==> src/hdl/elhc_pkg.sv <==
`default_nettype none
package elhc_pkg;

  localparam int MAX_FRAME_DEF = 65535;

  localparam logic [15:0] ETH_VLAN  = 16'h8100;
  localparam logic [15:0] ETH_IPV4  = 16'h0800;
  localparam logic [15:0] ETH_IPV6  = 16'h86DD;
  localparam logic [15:0] FRAG_MASK = 16'h1FFF;

  localparam logic [7:0] PROTO_TCP = 8'd6;
  localparam logic [7:0] PROTO_UDP = 8'd17;

  localparam logic [15:0] PORT_DNS      = 16'd53;
  localparam logic [15:0] PORT_HTTP     = 16'd80;
  localparam logic [15:0] PORT_HTTP_ALT = 16'd8080;
  localparam logic [15:0] PORT_TLS      = 16'd443;
  localparam logic [15:0] PORT_TLS_ALT  = 16'd8443;

  localparam logic [2:0] IP_V4 = 3'd4;
  localparam logic [2:0] IP_V6 = 3'd6;
  localparam logic [2:0] IP_NONE = 3'd0;

  localparam logic LINK_ETH = 1'b0;
  localparam logic LINK_RAW = 1'b1;

  localparam logic REG_LINK_TYPE = 1'b0;

  typedef enum logic [2:0] {
    ST_OK        = 3'd0,
    ST_SHORT     = 3'd1,
    ST_NOT_IP    = 3'd2,
    ST_BAD_IP    = 3'd3,
    ST_FRAGMENT  = 3'd4,
    ST_TRANSPORT = 3'd5
  } status_t;

  typedef enum logic [1:0] {
    APP_NONE = 2'd0,
    APP_DNS  = 2'd1,
    APP_HTTP = 2'd2,
    APP_TLS  = 2'd3
  } app_t;

  // header fields gathered while a frame streams in
  typedef struct packed {
    logic [15:0] et1;
    logic [15:0] et2;
    logic [7:0]  ipb0;
    logic [7:0]  ip6;
    logic [7:0]  ip7;
    logic [7:0]  ip9;
    logic [31:0] src;
    logic [31:0] dst;
    logic [15:0] sp;
    logic [15:0] dp;
    logic [7:0]  thb;
    logic [15:0] len;
    logic        oversize;
  } fields_t;

  typedef struct packed {
    logic [2:0]  status;
    logic [2:0]  ip_version;
    logic [7:0]  protocol;
    logic [31:0] ipv4_source;
    logic [31:0] ipv4_destination;
    logic [15:0] source_port;
    logic [15:0] destination_port;
    logic [15:0] payload_offset;
    logic [15:0] payload_length;
    logic        payload_present;
    logic [1:0]  app_class;
  } result_t;

endpackage
`default_nettype wire

==> src/hdl/elhc_capture.sv <==
`default_nettype none
module elhc_capture
  import elhc_pkg::*;
#(
  parameter int MAX_FRAME = MAX_FRAME_DEF
) (
  input  wire logic       clk,
  input  wire logic       rst,
  input  wire logic       link_type,
  input  wire logic       accept,
  input  wire logic [7:0] frame_byte,
  input  wire logic       last_byte,
  output fields_t         fields_next
);

  localparam int PosW = $clog2(MAX_FRAME + 1);

  logic [PosW-1:0] pos;
  fields_t         cap;
  logic            near;
  logic [6:0]      p7;
  logic            vlan_tag;
  logic            is_v4;
  logic [6:0]      ip_off;
  logic [6:0]      ihl;
  logic [6:0]      t;
  logic [6:0]      rel_ip;
  logic [6:0]      rel_t;

  always_comb begin
    fields_next = cap;
    near     = (32'(pos) < 32'd128);
    p7       = pos[6:0];
    vlan_tag = (cap.et1 == ETH_VLAN);
    if (link_type == LINK_RAW) begin
      ip_off = 7'd0;
      is_v4  = (cap.ipb0[7:4] == 4'd4);
    end else begin
      ip_off = vlan_tag ? 7'd18 : 7'd14;
      is_v4  = ((vlan_tag ? cap.et2 : cap.et1) == ETH_IPV4);
    end
    ihl    = {1'b0, cap.ipb0[3:0], 2'b00};
    t      = ip_off + (is_v4 ? ihl : 7'd40);
    rel_ip = p7 - ip_off;
    rel_t  = p7 - t;
    if (near) begin
      case (p7)
        7'd12: fields_next.et1[15:8] = frame_byte;
        7'd13: fields_next.et1[7:0]  = frame_byte;
        7'd16: fields_next.et2[15:8] = frame_byte;
        7'd17: fields_next.et2[7:0]  = frame_byte;
        default: ;
      endcase
      case (rel_ip)
        7'd0:  fields_next.ipb0 = frame_byte;
        7'd6:  fields_next.ip6  = frame_byte;
        7'd7:  fields_next.ip7  = frame_byte;
        7'd9:  fields_next.ip9  = frame_byte;
        7'd12: fields_next.src[31:24] = frame_byte;
        7'd13: fields_next.src[23:16] = frame_byte;
        7'd14: fields_next.src[15:8]  = frame_byte;
        7'd15: fields_next.src[7:0]   = frame_byte;
        7'd16: fields_next.dst[31:24] = frame_byte;
        7'd17: fields_next.dst[23:16] = frame_byte;
        7'd18: fields_next.dst[15:8]  = frame_byte;
        7'd19: fields_next.dst[7:0]   = frame_byte;
        default: ;
      endcase
      case (rel_t)
        7'd0:  fields_next.sp[15:8] = frame_byte;
        7'd1:  fields_next.sp[7:0]  = frame_byte;
        7'd2:  fields_next.dp[15:8] = frame_byte;
        7'd3:  fields_next.dp[7:0]  = frame_byte;
        7'd12: fields_next.thb      = frame_byte;
        default: ;
      endcase
    end
    fields_next.len      = 16'(pos) + 16'd1;
    fields_next.oversize = (pos == PosW'(MAX_FRAME));
  end

  always_ff @(posedge clk) begin
    if (accept) begin
      cap <= fields_next;
    end
  end

  always_ff @(posedge clk) begin
    if (rst) begin
      pos <= '0;
    end else if (accept) begin
      if (last_byte) begin
        pos <= '0;
      end else if (pos != PosW'(MAX_FRAME)) begin
        pos <= pos + 1'b1;
      end
    end
  end

endmodule
`default_nettype wire

==> src/hdl/elhc_classify.sv <==
`default_nettype none
module elhc_classify
  import elhc_pkg::*;
(
  input  wire logic link_type,
  input  fields_t   fields,
  output result_t   result
);

  logic        ok;
  logic        vlan;
  logic [15:0] et;
  logic [15:0] ip_off;
  logic [15:0] ip_len;
  logic [15:0] ihl;
  logic [15:0] t;
  logic [15:0] tlen;
  logic [15:0] thl;

  always_comb begin
    result = '0;
    ok     = 1'b1;
    vlan   = 1'b0;
    et     = '0;
    ip_off = '0;
    ip_len = '0;
    ihl    = '0;
    t      = '0;
    tlen   = '0;
    thl    = '0;

    if (fields.oversize) begin
      result.status = ST_TRANSPORT;
      ok = 1'b0;
    end else if (link_type == LINK_ETH) begin
      if (fields.len < 16'd14) begin
        result.status = ST_SHORT;
        ok = 1'b0;
      end else begin
        vlan   = (fields.et1 == ETH_VLAN) && (fields.len >= 16'd18);
        et     = vlan ? fields.et2 : fields.et1;
        ip_off = vlan ? 16'd18 : 16'd14;
        if (et == ETH_IPV4) begin
          result.ip_version = IP_V4;
        end else if (et == ETH_IPV6) begin
          result.ip_version = IP_V6;
        end else begin
          result.status = ST_NOT_IP;
          ok = 1'b0;
        end
      end
    end else begin
      if (fields.ipb0[7:4] == 4'd4) begin
        result.ip_version = IP_V4;
      end else if (fields.ipb0[7:4] == 4'd6) begin
        result.ip_version = IP_V6;
      end else begin
        result.status = ST_NOT_IP;
        ok = 1'b0;
      end
    end

    if (ok) begin
      ip_len = fields.len - ip_off;
      if (result.ip_version == IP_V4) begin
        ihl = {10'd0, fields.ipb0[3:0], 2'b00};
        if (ip_len < 16'd20 || ihl < 16'd20 || ihl > ip_len) begin
          result.status = ST_BAD_IP;
          ok = 1'b0;
        end else begin
          result.ipv4_source      = fields.src;
          result.ipv4_destination = fields.dst;
          result.protocol         = fields.ip9;
          t    = ip_off + ihl;
          tlen = ip_len - ihl;
          if (({fields.ip6, fields.ip7} & FRAG_MASK) != 16'd0) begin
            result.status = ST_FRAGMENT;
            ok = 1'b0;
          end
        end
      end else begin
        if (ip_len < 16'd40) begin
          result.status = ST_BAD_IP;
          ok = 1'b0;
        end else begin
          result.protocol = fields.ip6;
          t    = ip_off + 16'd40;
          tlen = ip_len - 16'd40;
        end
      end
    end

    if (ok) begin
      if (result.protocol == PROTO_TCP && tlen >= 16'd20) begin
        result.source_port      = fields.sp;
        result.destination_port = fields.dp;
        thl = {10'd0, fields.thb[7:4], 2'b00};
        if (thl >= 16'd20 && thl <= tlen) begin
          result.payload_offset  = t + thl;
          result.payload_length  = tlen - thl;
          result.payload_present = (tlen != thl);
        end
      end else if (result.protocol == PROTO_UDP && tlen >= 16'd8) begin
        result.source_port      = fields.sp;
        result.destination_port = fields.dp;
        result.payload_offset   = t + 16'd8;
        result.payload_length   = tlen - 16'd8;
        result.payload_present  = (tlen != 16'd8);
      end else begin
        result.status = ST_TRANSPORT;
      end
    end

    if (result.payload_present) begin
      if (fields.dp == PORT_DNS || fields.sp == PORT_DNS) begin
        result.app_class = APP_DNS;
      end else if (fields.dp == PORT_HTTP || fields.dp == PORT_HTTP_ALT ||
                   fields.sp == PORT_HTTP) begin
        result.app_class = APP_HTTP;
      end else if (fields.dp == PORT_TLS || fields.dp == PORT_TLS_ALT) begin
        result.app_class = APP_TLS;
      end
    end
  end

endmodule
`default_nettype wire

==> src/hdl/ethernet_ip_l4_header_classifier.sv <==
`default_nettype none
// Frame header classifier. Frames enter one byte per transaction (last_byte
// marks the end) and each frame yields one result transaction. A byte is
// taken every cycle while frame_ready is high; header fields are picked off
// as they stream past, so no header buffer is kept. The result passes through
// a field snapshot register, then the result register, and is held back only
// by result_ready. link_type (offset 0x0) selects Ethernet with optional
// 802.1Q tag (0) or raw IP (1); change it only while no frame is in flight.
module ethernet_ip_l4_header_classifier
  import elhc_pkg::*;
#(
  parameter int MAX_FRAME = MAX_FRAME_DEF
) (
  input  wire logic        clk,
  input  wire logic        rst,

  input  wire logic        psel,
  input  wire logic        penable,
  input  wire logic        pwrite,
  input  wire logic [2:0]  paddr,
  input  wire logic [31:0] pwdata,
  output logic [31:0]      prdata,
  output logic             pready,

  input  wire logic        frame_valid,
  output logic             frame_ready,
  input  wire logic [7:0]  frame_byte,
  input  wire logic        last_byte,

  output logic             result_valid,
  input  wire logic        result_ready,
  output logic [2:0]       status,
  output logic [2:0]       ip_version,
  output logic [7:0]       protocol,
  output logic [31:0]      ipv4_source,
  output logic [31:0]      ipv4_destination,
  output logic [15:0]      source_port,
  output logic [15:0]      destination_port,
  output logic [15:0]      payload_offset,
  output logic [15:0]      payload_length,
  output logic             payload_present,
  output logic [1:0]       app_class
);

  logic    link_type;
  logic    accept;
  logic    snap_valid;
  logic    snap_free;
  logic    out_free;
  fields_t fields_next;
  fields_t snap;
  result_t result_next;
  result_t result;

  assign pready = 1'b1;

  always_ff @(posedge clk) begin
    if (rst) begin
      link_type <= LINK_ETH;
    end else if (psel && penable && pwrite && pready && paddr[2] == REG_LINK_TYPE) begin
      link_type <= pwdata[0];
    end
  end

  always_comb begin
    case (paddr[2])
      REG_LINK_TYPE: prdata = {31'd0, link_type};
      default:       prdata = '0;
    endcase
  end

  assign out_free    = !result_valid || result_ready;
  assign snap_free   = !snap_valid || out_free;
  assign frame_ready = snap_free;
  assign accept      = frame_valid && frame_ready;

  elhc_capture #(
    .MAX_FRAME(MAX_FRAME)
  ) u_capture (
    .clk        (clk),
    .rst        (rst),
    .link_type  (link_type),
    .accept     (accept),
    .frame_byte (frame_byte),
    .last_byte  (last_byte),
    .fields_next(fields_next)
  );

  always_ff @(posedge clk) begin
    if (rst) begin
      snap_valid <= 1'b0;
    end else if (snap_free) begin
      snap_valid <= accept && last_byte;
    end
  end

  always_ff @(posedge clk) begin
    if (accept && last_byte) begin
      snap <= fields_next;
    end
  end

  elhc_classify u_classify (
    .link_type(link_type),
    .fields   (snap),
    .result   (result_next)
  );

  always_ff @(posedge clk) begin
    if (rst) begin
      result_valid <= 1'b0;
    end else if (out_free) begin
      result_valid <= snap_valid;
    end
  end

  always_ff @(posedge clk) begin
    if (out_free && snap_valid) begin
      result <= result_next;
    end
  end

  assign status           = result.status;
  assign ip_version       = result.ip_version;
  assign protocol         = result.protocol;
  assign ipv4_source      = result.ipv4_source;
  assign ipv4_destination = result.ipv4_destination;
  assign source_port      = result.source_port;
  assign destination_port = result.destination_port;
  assign payload_offset   = result.payload_offset;
  assign payload_length   = result.payload_length;
  assign payload_present  = result.payload_present;
  assign app_class        = result.app_class;

  a_ok_has_version: assert property (@(posedge clk) disable iff (rst)
    result_valid && status == ST_OK |-> ip_version == IP_V4 || ip_version == IP_V6)
    else $error("ok result without IP version");

  a_payload_consistent: assert property (@(posedge clk) disable iff (rst)
    result_valid && payload_present |-> status == ST_OK && payload_length != 16'd0)
    else $error("payload flag inconsistent with status or length");

  a_app_needs_payload: assert property (@(posedge clk) disable iff (rst)
    result_valid && app_class != APP_NONE |-> payload_present)
    else $error("application class without payload");

  a_stall_only_when_full: assert property (@(posedge clk) disable iff (rst)
    !frame_ready |-> snap_valid && result_valid && !result_ready)
    else $error("input stalled with room in the pipeline");

endmodule
`default_nettype wire

==> config.mk <==
export PLATFORM = sky130hd
export DESIGN_NAME = ethernet_ip_l4_header_classifier
export DESIGN_NICKNAME = d
export VERILOG_FILES = /design/src/hdl/elhc_pkg.sv /design/src/hdl/elhc_capture.sv /design/src/hdl/elhc_classify.sv /design/src/hdl/ethernet_ip_l4_header_classifier.sv
export SDC_FILE = /design/constraint.sdc
export NUM_CORES = 1
export LEC_CHECK = 0
export BUFFER_PORTS_ARGS = -buffer_cell sky130_fd_sc_hd__buf_4
export CAP_MARGIN = 20
export CORE_UTILIZATION = 60
export DETAILED_ROUTE_END_ITERATION = 16
export PLACE_DENSITY = 0.81
export SETUP_SLACK_MARGIN = 0.5
export SYNTH_ARGS = -nofsm -noshare
export SYNTH_HDL_FRONTEND = slang
export SYNTH_SLANG_ARGS = --single-unit
==> constraint.sdc <==
create_clock -name clk -period 11.8 [get_ports clk]
set_input_delay 0 -clock clk [delete_from_list [all_inputs] [get_ports clk]]
set_output_delay 0 -clock clk [all_outputs]
set_load 0.005 [all_outputs]
==> impl_metrics.toml <==
[status]
status = "finished, final reports clean"

[layout]
drive_above_1_share_pct = 22.6
fin_area_um2 = 26600
fin_nets = 2020
multi_input_area_um2 = 8190
n_fill_cell = 2654
fin_cells = 2477
area_growth_pct = 12.5
regArea_um2 = 14800
fin_util_pct = 68.7
antennaDiodeCount = 0

[setup_path]
critPathMaxStageDelay_ns = 0.82
worst_path_max_delay_cell = "nor4_1"
arrival_ns = 9.45
crit_type = "reg -> reg"
end_kind = "register"
path_max_fanout = 21
start_kind = "register"
critPathTopFamily = "compound AO/OA/AOI/OAI gates"
crit_buf_inv = 3
cp.required_ns = 12.11

[logic_synthesis]
yosysWarnings = 0
syn_inst = 1781
synthArstFlopShare_pct = 0
synth_top_flop_cell = "edfxtp_1"
synth_seq_cells = 499
synth_edf_count = 480
syn_area_um2 = 23700
ys_types = 93
ys_seq_area_share_pct = 62.5
avgSynthCellArea_um2 = 13.3

[floorplanning]
die_w_um = 201
core_area_um2 = 38700
ioPinCount = 231
start_util_pct = 61.1
dieArea_um2 = 40200
die_y_um = 201
rows = 72

[clock_tree]
post_cts.repair.setup_buffers = 0
insertion_delay_ns = 0.60
cts_resized = 0
cts_made_buffers = 48
root_buffer = "clkbuf_16"
clock_tree.buffer_depth = 3
path_clk_slew_ns = 0.06
cts_tree = "built"
htree_levels = 2
cts_sinks = 499

[power]
comb_power_share_pct = 6.8
p_sw_share_pct = 22.2
seq_power_share_pct = 55.0
internal_power_uw = 2910
peakVddDrop_v = 0.000140
p_sw_uw = 832
p_clk_share_pct = 38.2
leakagePower_uw = 0.00945
power_density_nw_per_um2 = 140

[timing]
fin_ws_ns = 2.65
period_minus_slack_ns = 9.15
tightest_slew_ns = 1.06
skew_ns = 0.0233
slew_headroom_pct = 29.0
setup_viol = 0
max_freq_mhz = 109
tns_ns = 0
hold_viol_final = 0
fin_crit_sh_pct = 77.5
slew_violations = 0
grt_setup_unrepaired = "no"

[global_routing]
grt_max_degree = 108
grt_first_pass_wirelength_mm = 84.2
grt_overflow = 0
grtUsageTotal_pct = 26.9
antenna_found_initial = 0
first_global_vias = 15100

[place]
dpl-instance-area_um2 = 25100
place_inst = 2384
place_ws_ns = 2.88
hpwl_mm = 35.4
port_buffers = 155
finalWeightedCongestion = 0.965

[drt]
first_pass_iters = 6
drc = 0
wirelength_mm = 54.0
num_vias = 15200
routedWlPerCell_um = 21.8
first_iter_violations = 1468
final_antenna_net_count = 0
viasPerCell = 6.12

[worst_hold_path]
hold_class = "in -> reg"

[run]
maxCapViolations = 0
-- power groups by stage --
stage,registers (uW),logic [uW],clock network (uW)
after global placement,2090,242,0
after global routing,2060,277,1510
after floorplan,2090,174,0
after detailed placement,2090,250,0
final,2060,255,1430
after CTS,2060,253,1450
-- sequential cells by signal, indices dropped and copies added (netlist names), 2 cells and up --
| register | flops |
|---|---|
| app_class | 2 |
| destination_port | 16 |
| ip_version | 2 |
| ipv4_destination | 32 |
| ipv4_source | 32 |
| payload_length | 16 |
| payload_offset | 7 |
| protocol | 8 |
| snap | 181 |
| source_port | 16 |
| status | 3 |
| u_capture.cap | 164 |
| u_capture.pos | 16 |
-- path summary, 6_finish.rpt --
| kind | start | to | slack [ns] | cells past startpoint |
|---|---|---|---|---|
| setup / recovery | snap[12] | payload_length[15] | 2.65 | 27 |
| hold / removal | frame_valid | u_capture.cap[180] | 0.03 | 2 |
| setup reg to reg | snap[12] | payload_length[15] | 2.65 | 27 |
| hold reg to reg | snap_valid | result_valid | 0.51 | 2 |
-- per-layer routing --
metal | up-vias | global-route usage (%) | part of all wire (%) | wire (um)
met2 | 584 | 45.3 | 50 | 26800
met1 | 7597 | 35.7 | 41 | 22300
met4 | 0 | 7.25 | 1.9 | 1030
li1 | 6897 | - | - | -
met3 | 75 | 5.31 | 7.0 | 3800
met5 | - | 0 | 0 | 0
-- worst reg2reg max path, stage by stage (launching register included) --
cell and delay (ns):
edfxtp_1 0.51, nor4_1 0.82, a41oi_2 0.42, nand2_1 0.27, nand2_1 0.22, fa_1 0.55, a21o_1 0.31, a21oi_1 0.37
xnor2_1 0.30, inv_1 0.16, ha_1 0.38, o21ai_0 0.10, nand2b_1 0.37, nand2_1 0.31, a21o_1 0.34, nor2_1 0.74
a32oi_1 0.20, nand2b_1 0.24, inv_1 0.09, ha_1 0.27, a21o_1 0.20, a21oi_1 0.25, o21ai_0 0.30, o21bai_1 0.38
a21oi_1 0.12, buf_4 0.22, a221oi_1 0.34, a211oi_2 0.08
-- what timing repair did --
item                                    CTS  global route
endpoints found under the setup margin    0             0
hold buffers                              7             0
endpoints found under the hold margin    19             0
-- cell usage in the layout (no fill, tap or decap), types with 11 or more instances in the layout --
cell       instances
a211oi_1          12
a21o_1            14
a21oi_1           60
a22oi_1           20
a31oi_1           17
and2_1           105
and3_1            21
buf_4            171
clkbuf_1          11
clkbuf_16         49
conb_1            42
dfxtp_1           19
edfxtp_1         480
ha_1              36
inv_1             45
mux2_2           169
nand2_1           88
nand2b_1          22
nand3_1           49
nand3b_1          17
nand4_1           16
nor2_1           114
nor2b_1           12
nor3_1            31
nor4_1            26
o21ai_0           51
xnor2_1           35
xor2_1            29
-- cell type report --
| type | instances | area share (%) |
|---|---|---|
| Sequential cell | 499 | 55.6 |
| Multi-Input combinational cell | 1147 | 30.8 |
| Timing Repair Buffer | 179 | 5.10 |
| Clock buffer | 61 | 4.81 |
| Tap cell | 518 | 2.43 |
| Inverter | 49 | 0.710 |
| Clock inverter | 24 | 0.625 |
-- through the flow --
stage / total power, uW / hold WS, ns
after global placement: 2330 / 0.228
after detailed placement: 2340 / 0.232
final: 3740 / 0.0342
after CTS: 3760 / 0.0248
after global routing: 3850 / 0.0396
after floorplan: 2260 / 0.0269
-- synth_stat cells, types with 10 or more instances --
master	count	area, um^2
edfxtp_1	480	14400
mux2_2	169	1900
nor2_1	114	428
and2_1	106	663
nand2_1	88	330
clkbuf_1	65	244
a21oi_1	60	300
o21ai_0	51	255
nand3_1	49	245
inv_1	46	173
buf_4	44	330
ha_1	36	450
xnor2_1	35	307
nor3_1	32	160
xor2_1	29	254
nor4_1	26	163
nand2b_1	22	138
and3_1	21	131
a22oi_1	20	150
dfxtp_1	19	380
a31oi_1	17	106
nand3b_1	17	128
nand4_1	16	100
a21o_1	14	105
nor2b_1	13	81.3
a211oi_1	12	90.1
o22ai_1	10	62.6
-- logic make-up after synthesis --
logic type / synth area share (%)
other: 0.0317
buffers and inverters: 3.59
and+or+nand+nor: 13.0
DFF: 62.5
muxes: 8.42
xor gates and xnor gates: 2.47
adders and majority gates: 2.66
AOI/OAI and AO/OA: 7.36
Note: power is estimated with default switching activity, not from simulation.
